### src/design/ppls_pkg.sv
// Shared types and constants of the periodic priority list scheduler.
// No dependencies; used by every module of the block.
package ppls_pkg;

   localparam int NUM_SLOTS  = 4;
   localparam int LIST_W     = 2;
   localparam int POS_W      = 8;
   localparam int CNT_W      = 16;
   localparam int CSR_ADDR_W = 4;
   localparam int CSR_DATA_W = 16;

   localparam logic [1:0] REQ_TICK   = 2'd0;
   localparam logic [1:0] REQ_MANUAL = 2'd1;
   localparam logic [1:0] REQ_FETCH  = 2'd2;

   localparam logic [CSR_ADDR_W-1:0] CSR_PERIOD_BASE = 4'd0;
   localparam logic [CSR_ADDR_W-1:0] CSR_LENGTH_BASE = 4'd4;

   localparam logic [CNT_W-1:0] PERIOD_RESET = 16'hFFFF;
   localparam logic [POS_W-1:0] LENGTH_RESET = 8'd0;

   typedef enum logic [1:0] {
      OP_TICK   = 2'd0,
      OP_MANUAL = 2'd1,
      OP_FETCH  = 2'd2,
      OP_NONE   = 2'd3
   } op_type;

   typedef struct packed {
      op_type            op;
      logic [LIST_W-1:0] list_num;
   } cmd_type;

   typedef struct packed {
      logic              triggered;
      logic              item_valid;
      logic [LIST_W-1:0] item_list;
      logic [POS_W-1:0]  item_position;
   } rsp_type;

endpackage

### src/design/ppls_front.sv
// Front end: accepts request transactions and decodes them into commands.
// Depends on ppls_pkg.
module ppls_front #(
   parameter int NUM_LISTS = 4
) (
   input  logic                        req_tvalid,
   output logic                        req_tready,
   input  logic [1:0]                  req_type,
   input  logic [ppls_pkg::LIST_W-1:0] list_number,
   input  logic                        queue_full,
   output logic                        push,
   output ppls_pkg::cmd_type           push_cmd
);
   import ppls_pkg::*;

   assign req_tready = !queue_full;
   assign push       = req_tvalid && !queue_full;

   always_comb begin
      push_cmd.list_num = list_number;
      case (req_type)
         REQ_TICK:   push_cmd.op = OP_TICK;
         REQ_MANUAL: begin
            // out-of-range list numbers become a no-op command here
            if ({1'b0, list_number} < (LIST_W + 1)'(NUM_LISTS))
               push_cmd.op = OP_MANUAL;
            else
               push_cmd.op = OP_NONE;
         end
         REQ_FETCH:  push_cmd.op = OP_FETCH;
         default:    push_cmd.op = OP_NONE;
      endcase
   end

endmodule

### src/design/ppls_queue.sv
// Two-entry command queue between front and back end.
// Depends on ppls_pkg.
module ppls_queue (
   input  logic              clock,
   input  logic              reset,
   input  logic              push,
   input  ppls_pkg::cmd_type push_cmd,
   output logic              full,
   input  logic              pop,
   output logic              pop_valid,
   output ppls_pkg::cmd_type pop_cmd
);
   import ppls_pkg::*;

   cmd_type    entry_ff [2];
   logic       wr_ptr_ff, wr_ptr_in;
   logic       rd_ptr_ff, rd_ptr_in;
   logic [1:0] count_ff, count_in;

   assign full      = (count_ff == 2'd2);
   assign pop_valid = (count_ff != 2'd0);
   assign pop_cmd   = entry_ff[rd_ptr_ff];

   always_comb begin
      wr_ptr_in = push ? ~wr_ptr_ff : wr_ptr_ff;
      rd_ptr_in = pop ? ~rd_ptr_ff : rd_ptr_ff;
      count_in  = count_ff + {1'b0, push} - {1'b0, pop};
   end

   always_ff @(posedge clock) begin
      if (push)
         entry_ff[wr_ptr_ff] <= push_cmd;
   end

   always_ff @(posedge clock) begin
      if (reset) begin
         wr_ptr_ff <= 1'b0;
         rd_ptr_ff <= 1'b0;
         count_ff  <= 2'd0;
      end else begin
         wr_ptr_ff <= wr_ptr_in;
         rd_ptr_ff <= rd_ptr_in;
         count_ff  <= count_in;
      end
   end

endmodule

### src/design/ppls_back.sv
// Back end: list state, configuration registers, command execution and
// the registered response stage. Depends on ppls_pkg.
module ppls_back #(
   parameter int NUM_LISTS = 4
) (
   input  logic                            clock,
   input  logic                            reset,
   input  logic                            csr_we,
   input  logic [ppls_pkg::CSR_ADDR_W-1:0] csr_addr,
   input  logic [ppls_pkg::CSR_DATA_W-1:0] csr_wdata,
   input  logic                            cmd_valid,
   input  ppls_pkg::cmd_type               cmd,
   output logic                            pop,
   output logic                            rsp_tvalid,
   input  logic                            rsp_tready,
   output ppls_pkg::rsp_type               rsp
);
   import ppls_pkg::*;

   logic [CNT_W-1:0]     period_ff [NUM_LISTS];
   logic [POS_W-1:0]     length_ff [NUM_LISTS];
   logic [NUM_LISTS-1:0] flag_ff, flag_in;
   logic [CNT_W-1:0]     cnt_ff [NUM_LISTS];
   logic [CNT_W-1:0]     cnt_in [NUM_LISTS];
   logic [POS_W-1:0]     pos_ff [NUM_LISTS];
   logic [POS_W-1:0]     pos_in [NUM_LISTS];
   logic                 rsp_valid_ff, rsp_valid_in;
   rsp_type              rsp_ff, rsp_in;

   assign pop        = cmd_valid && (!rsp_valid_ff || rsp_tready);
   assign rsp_tvalid = rsp_valid_ff;
   assign rsp        = rsp_ff;

   always_comb begin
      logic found;
      found   = 1'b0;
      flag_in = flag_ff;
      cnt_in  = cnt_ff;
      pos_in  = pos_ff;
      rsp_in  = '0;
      if (pop) begin
         case (cmd.op)
            OP_TICK: begin
               for (int i = 0; i < NUM_LISTS; i++) begin
                  if (cnt_ff[i] >= period_ff[i]) begin
                     cnt_in[i]        = '0;
                     flag_in[i]       = 1'b1;
                     rsp_in.triggered = 1'b1;
                  end else begin
                     cnt_in[i] = cnt_ff[i] + 1'b1;
                  end
               end
            end
            OP_MANUAL: begin
               for (int i = 0; i < NUM_LISTS; i++) begin
                  if (cmd.list_num == LIST_W'(i)) begin
                     flag_in[i] = 1'b1;
                     cnt_in[i]  = '0;
                  end
               end
            end
            OP_FETCH: begin
               // finished lists ahead of the winner are retired
               for (int i = 0; i < NUM_LISTS; i++) begin
                  if (!found && flag_ff[i]) begin
                     if (pos_ff[i] >= length_ff[i]) begin
                        flag_in[i] = 1'b0;
                        pos_in[i]  = '0;
                     end else begin
                        found                = 1'b1;
                        rsp_in.item_valid    = 1'b1;
                        rsp_in.item_list     = LIST_W'(i);
                        rsp_in.item_position = pos_ff[i];
                        pos_in[i]            = pos_ff[i] + 1'b1;
                     end
                  end
               end
            end
            default: ;
         endcase
      end
   end

   always_comb begin
      if (pop)
         rsp_valid_in = 1'b1;
      else if (rsp_tready)
         rsp_valid_in = 1'b0;
      else
         rsp_valid_in = rsp_valid_ff;
   end

   always_ff @(posedge clock) begin
      if (pop)
         rsp_ff <= rsp_in;
   end

   always_ff @(posedge clock) begin
      if (reset) begin
         rsp_valid_ff <= 1'b0;
         flag_ff      <= '0;
         for (int i = 0; i < NUM_LISTS; i++) begin
            cnt_ff[i]    <= '0;
            pos_ff[i]    <= '0;
            period_ff[i] <= PERIOD_RESET;
            length_ff[i] <= LENGTH_RESET;
         end
      end else begin
         rsp_valid_ff <= rsp_valid_in;
         flag_ff      <= flag_in;
         for (int i = 0; i < NUM_LISTS; i++) begin
            cnt_ff[i] <= cnt_in[i];
            pos_ff[i] <= pos_in[i];
            if (csr_we && csr_addr == CSR_PERIOD_BASE + CSR_ADDR_W'(i))
               period_ff[i] <= csr_wdata;
            if (csr_we && csr_addr == CSR_LENGTH_BASE + CSR_ADDR_W'(i))
               length_ff[i] <= csr_wdata[POS_W-1:0];
         end
      end
   end

endmodule

### src/design/periodic_priority_list_scheduler.sv
// Periodic priority list scheduler, top level.
// Throughput: one transaction per cycle while responses are taken; the back end
// executes one command per cycle against the four-entry list state, and a 2-entry
// queue buffers stalls.
// Reset (synchronous, active high) clears flags, counters and positions,
// sets periods to 65535 and lengths to 0. Depends on ppls_pkg and submodules.
module periodic_priority_list_scheduler #(
   parameter int NUM_LISTS = 4
) (
   input  logic                            clock,
   input  logic                            reset,
   input  logic                            csr_we,
   input  logic [ppls_pkg::CSR_ADDR_W-1:0] csr_addr,
   input  logic [ppls_pkg::CSR_DATA_W-1:0] csr_wdata,
   input  logic                            req_tvalid,
   output logic                            req_tready,
   input  logic [7:0]                      req_tdata,  // [1:0] list_number
   input  logic [1:0]                      req_tuser,  // [1:0] req_type
   output logic                            rsp_tvalid,
   input  logic                            rsp_tready,
   // [0] triggered, [2:1] item_list, [10:3] item_position
   output logic [15:0]                     rsp_tdata,
   output logic                            rsp_tuser   // [0] item_valid
);
   import ppls_pkg::*;

   logic    push, queue_full, pop, cmd_valid;
   cmd_type push_cmd, cmd;
   rsp_type rsp;

   ppls_front #(.NUM_LISTS(NUM_LISTS)) u_front (
      .req_tvalid (req_tvalid),
      .req_tready (req_tready),
      .req_type   (req_tuser),
      .list_number(req_tdata[LIST_W-1:0]),
      .queue_full (queue_full),
      .push       (push),
      .push_cmd   (push_cmd)
   );

   ppls_queue u_queue (
      .clock    (clock),
      .reset    (reset),
      .push     (push),
      .push_cmd (push_cmd),
      .full     (queue_full),
      .pop      (pop),
      .pop_valid(cmd_valid),
      .pop_cmd  (cmd)
   );

   ppls_back #(.NUM_LISTS(NUM_LISTS)) u_back (
      .clock     (clock),
      .reset     (reset),
      .csr_we    (csr_we),
      .csr_addr  (csr_addr),
      .csr_wdata (csr_wdata),
      .cmd_valid (cmd_valid),
      .cmd       (cmd),
      .pop       (pop),
      .rsp_tvalid(rsp_tvalid),
      .rsp_tready(rsp_tready),
      .rsp       (rsp)
   );

   assign rsp_tdata = {5'b0, rsp.item_position, rsp.item_list, rsp.triggered};
   assign rsp_tuser = rsp.item_valid;

endmodule

### config.mk
export PLATFORM = sky130hd
export DESIGN_NAME = periodic_priority_list_scheduler
export DESIGN_NICKNAME = d
export VERILOG_FILES = /design/src/design/ppls_pkg.sv /design/src/design/ppls_front.sv /design/src/design/ppls_queue.sv /design/src/design/ppls_back.sv /design/src/design/periodic_priority_list_scheduler.sv
export SDC_FILE = /design/constraint.sdc
export NUM_CORES = 1
export LEC_CHECK = 0
export ABC_AREA = 1
export BUFFER_PORTS_ARGS = -buffer_cell sky130_fd_sc_hd__buf_2
export CORE_UTILIZATION = 60
export DETAILED_ROUTE_END_ITERATION = 16
export GPL_TIMING_DRIVEN = 0
export HOLD_SLACK_MARGIN = 0.08
export PLACE_DENSITY_LB_ADDON = 0.1
export SYNTH_ARGS = -nofsm -noshare
export SYNTH_HDL_FRONTEND = slang
export SYNTH_HIERARCHICAL = 1
export SYNTH_SLANG_ARGS = --single-unit
export TNS_END_PERCENT = 100
### constraint.sdc
create_clock -name clock -period 2.4 [get_ports clock]
set_input_delay 0.24 -clock clock [delete_from_list [all_inputs] [get_ports clock]]
set_output_delay 0.24 -clock clock [all_outputs]
set_load 0.02 [all_outputs]
==> flow_summary_export.csv <==
group,metric,value,unit
logic_synthesis,synth.distinct_cells,47,
logic_synthesis,ys_ff_latch,222,
timing,final.setup_skew,12.0,ps
timing,setup_viol,0,
pwr,power-per-cell-area,754,nW/um^2
timing,whs,105,ps
job,max_cap_violations,0,
floorplanning,initial_core_util,0.615,
routing,drt_first_pass_iters,6,
grt,grt_pass1_vias,9515,
logic_synthesis,yosys.area.top_type_share,0.278,
logic_synthesis,synthAdderAreaFrac,0.106,
worst_setup_path,reg2regPathDepth,14,
timing,max_freq,426,MHz
timing,worst_pin_slew,870,ps
clock_tree,clk_path_buf_depth,3,
timing,fin_crit_sh,0.978,
logic_synthesis,synth_edf_count,116,
place,dp_slack,-597,ps
worst_setup_path,r2r_slack,50,ps
timing,slew_violations,0,
worst_setup_path,r2r_start,"u_back/length_ff[0][7]",
finish,layout.cells.non_filler,1919,
logic_synthesis,synth.most_common_cell,"nand2_1",
floorplanning,pin_count,54,
logic_synthesis,yosys.area_share.simple,0.225,
pwr,worst_ir_drop_vdd,667,uV
routing,first_iter_violations,869,
finish,syn2layout_area_growth,13.5,%
logic_synthesis,syn_area_per_cell,8.11,sq um
place,hpwl,21400,um
logic_synthesis,synth_xor_area_frac,0.0329,
routing,drc,0,
logic_synthesis,synthTopCellsByArea,"edfxtp_1 (28%), dfxtp_1 (17%), ha_1 (11%)",
grt,overflow,0,
clock_tree,h-tree-depth,1,
worst_setup_path,worstReg2RegEnd,"u_back/rsp[2]",
timing,layout_setup_ws,53.8,ps
logic_synthesis,synth_top_area_cell,"edfxtp_1",
logic_synthesis,synth_compound_area_frac,0.0977,
logic_synthesis,ys.warnings.count,6,
grt,grt_usage,0.287,
finish,fin_util,0.698,
worst_setup_path,critPathMaxFanout,6,
routing,ant_nets,0,
floorplanning,die_area,21400,sq um
timing,hold_violations,0,
finish,final_nets,1771,
worst_setup_path,endpoint_kind,"flip-flop",
worst_setup_path,crit_type,"flip-flop to flip-flop",
routing,viasPerCell,5.46,
grt,antenna_found_initial,0,
routing,dr_total_vias,10500,
logic_synthesis,muxShareOfSynthArea,0.00360,
floorplanning,die_y,146,um
clock_tree,clock-sinks,222,
finish,insertedDiodeCount,0,
logic_synthesis,async_flop_share,0,
logic_synthesis,yosysSeqAreaShare,0.448,
timing,rsz0062_at_grt,"yes",
hold_path,hold_path.startpoint,"req_tvalid",
pwr,leakage,6.09,nW
grt,grt_pass1_wl,48200,um
logic_synthesis,ys.flop_type,"edfxtp_1",
grt,grt_max_degree,17,
routing,wl_per_cell,15.8,um
finish,nFillCells,1690,
worst_setup_path,crit_path_start_kind,"flip-flop",
clock_tree,root_buffer,"clkbuf_16",
clock_tree,cts_tree,"built",
worst_setup_path,critical_path_required,2680,ps
finish,layout-drive-gt1-share,0.111,
place,numPortBuffers,38,
routing,wirelength,30200,um
place,dp.cells,1856,
logic_synthesis,synth_top_family_by_area,"simple AND/OR/NAND/NOR gates",
floorplanning,core-area,20400,sq um
hold_path,holdCritPathClass,"input pin to flip-flop",
worst_setup_path,startpoint,"u_back/length_ff[0][7]",
hold_path,worstHoldPathCells,5,
logic_synthesis,syn_inst,1544,
clock_tree,numCtsBuffers,25,
clock_tree,clkTransAtPathRegs,60,ps
floorplanning,rows,52,
status,status,"completed",
timing,finalCriticalPeriod,2350,ps
logic_synthesis,synth_area,12500,sq um
place,gp_congestion,0.903,
clock_tree,clock_latency,530,ps
worst_setup_path,crit_end,"u_back/rsp[2]",
floorplanning,die_width,146,um
timing,slew_headroom,0.420,
timing,setup_tns,0,ps
logic_synthesis,synthTopCellsByCount,"nand2_1 (306), inv_1 (246), nor2_1 (222)",
worst_setup_path,arrival,2620,ps
==> registers in the layout (all words and copies together), names as in the netlist, named ones only <==
name and cells:
u_back/rsp_tvalid 1, u_back/rsp 12, u_back/flag_ff 4, u_queue/wr_ptr_ff 1, u_queue/rd_ptr_ff 1, u_back/length_ff 32, u_queue/count_ff 2, u_back/period_ff 64
u_back/pos_ff 32, u_queue/entry_ff 8, u_back/cnt_ff 64
==> cells by family (layout without fill, tap and decap cells) <==
family	count (synthesis)	after routing
multiplexers	4	4
XOR/XNOR	47	47
AO/OA/AOI/OAI	218	218
buffers and inverters	281	382
other	1	5
adder cells (fa/ha/maj)	106	106
flip-flops	222	222
AND/OR/NAND/NOR	665	665
==> cells in the final DEF, fill, tap and decap left out, types with 6 or more instances in the layout <==
cell,synthesis,final
nor3_1,22,21
nor2_1,222,210
a22oi_1,20,15
nor4_1,7,7
nor2_2,4,12
clkbuf_16,0,25
nand3_1,59,57
nor2_4,5,9
nand2_1,306,299
o21ai_0,45,42
dfxtp_1,106,93
inv_2,4,10
xnor2_1,9,9
xor2_1,38,38
clkbuf_1,20,23
buf_4,7,16
nand4_1,24,24
inv_1,246,238
buf_2,2,40
clkinv_2,0,6
edfxtp_1,116,116
ha_1,106,104
dfxtp_2,0,13
nand2_2,1,7
a21oi_1,126,126
dlygate4sd3_1,0,6
==> worst min-delay path by stage <==
stage / end
detailed placement: u_queue/entry_ff[0][1]
CTS: u_queue/wr_ptr_ff
global route: u_back/period_ff[2][15]
global placement: u_queue/entry_ff[1][0]
finish: u_queue/wr_ptr_ff
floorplan: u_queue/count_ff[0]
==> stage by stage <==
stage / power (mW) / instance area [sq um]
finish: 10.7 / 14200
global route: 11.2 / 14200
global placement: 6.72 / 13100
detailed placement: 6.78 / 13100
floorplan: 6.12 / 12500
CTS: 10.6 / 14000
==> routing by layer <==
metal,track usage,part of all wire,vias to the layer above
li1,-,-,5219
met1,0.400,0.46,4850
met2,0.456,0.45,354
met3,0.0459,0.065,60
met4,0.0953,0.029,0
met5,0,0,-
==> area by class of cell <==
type                            instances  area, sq um  area share
Multi-Input combinational cell       1045         6010       0.423
Sequential cell                       222         5620       0.396
Inverter                              251          952      0.0670
Clock buffer                           29          641      0.0451
Timing Repair Buffer                   55          349      0.0246
Tap cell                              270          338      0.0238
Clock inverter                         17          150      0.0106
Buffer                                 30          150      0.0106
==> power by group <==
group,switching (mW),leakage [nW],internal [mW]
clock,1.55,0.383,2.14
sequential,0.197,2.01,4.37
combinational,1.68,3.70,0.767
==> what timing repair did <==
item,4_1_cts,5_1_grt
resized for setup,22,49
setup endpoints to repair,79,72
hold buffers,6,0
pin swaps,1,12
hold endpoints to repair,13,0
setup buffers,3,8
==> worst max-delay path: stages, from the launching register on <==
cell      delay (ps)
edfxtp_1         360
inv_1             70
ha_1             230
nand2_1           80
inv_1             40
nor2_1            90
o21a_1           210
nand3_4          160
nand2_4          150
nor2_4            70
buf_6            140
a22oi_2          180
o21ai_0          130
nor2_1           130
nor2_1            60
No activity file was read; power rests on OpenSTA's default activity.
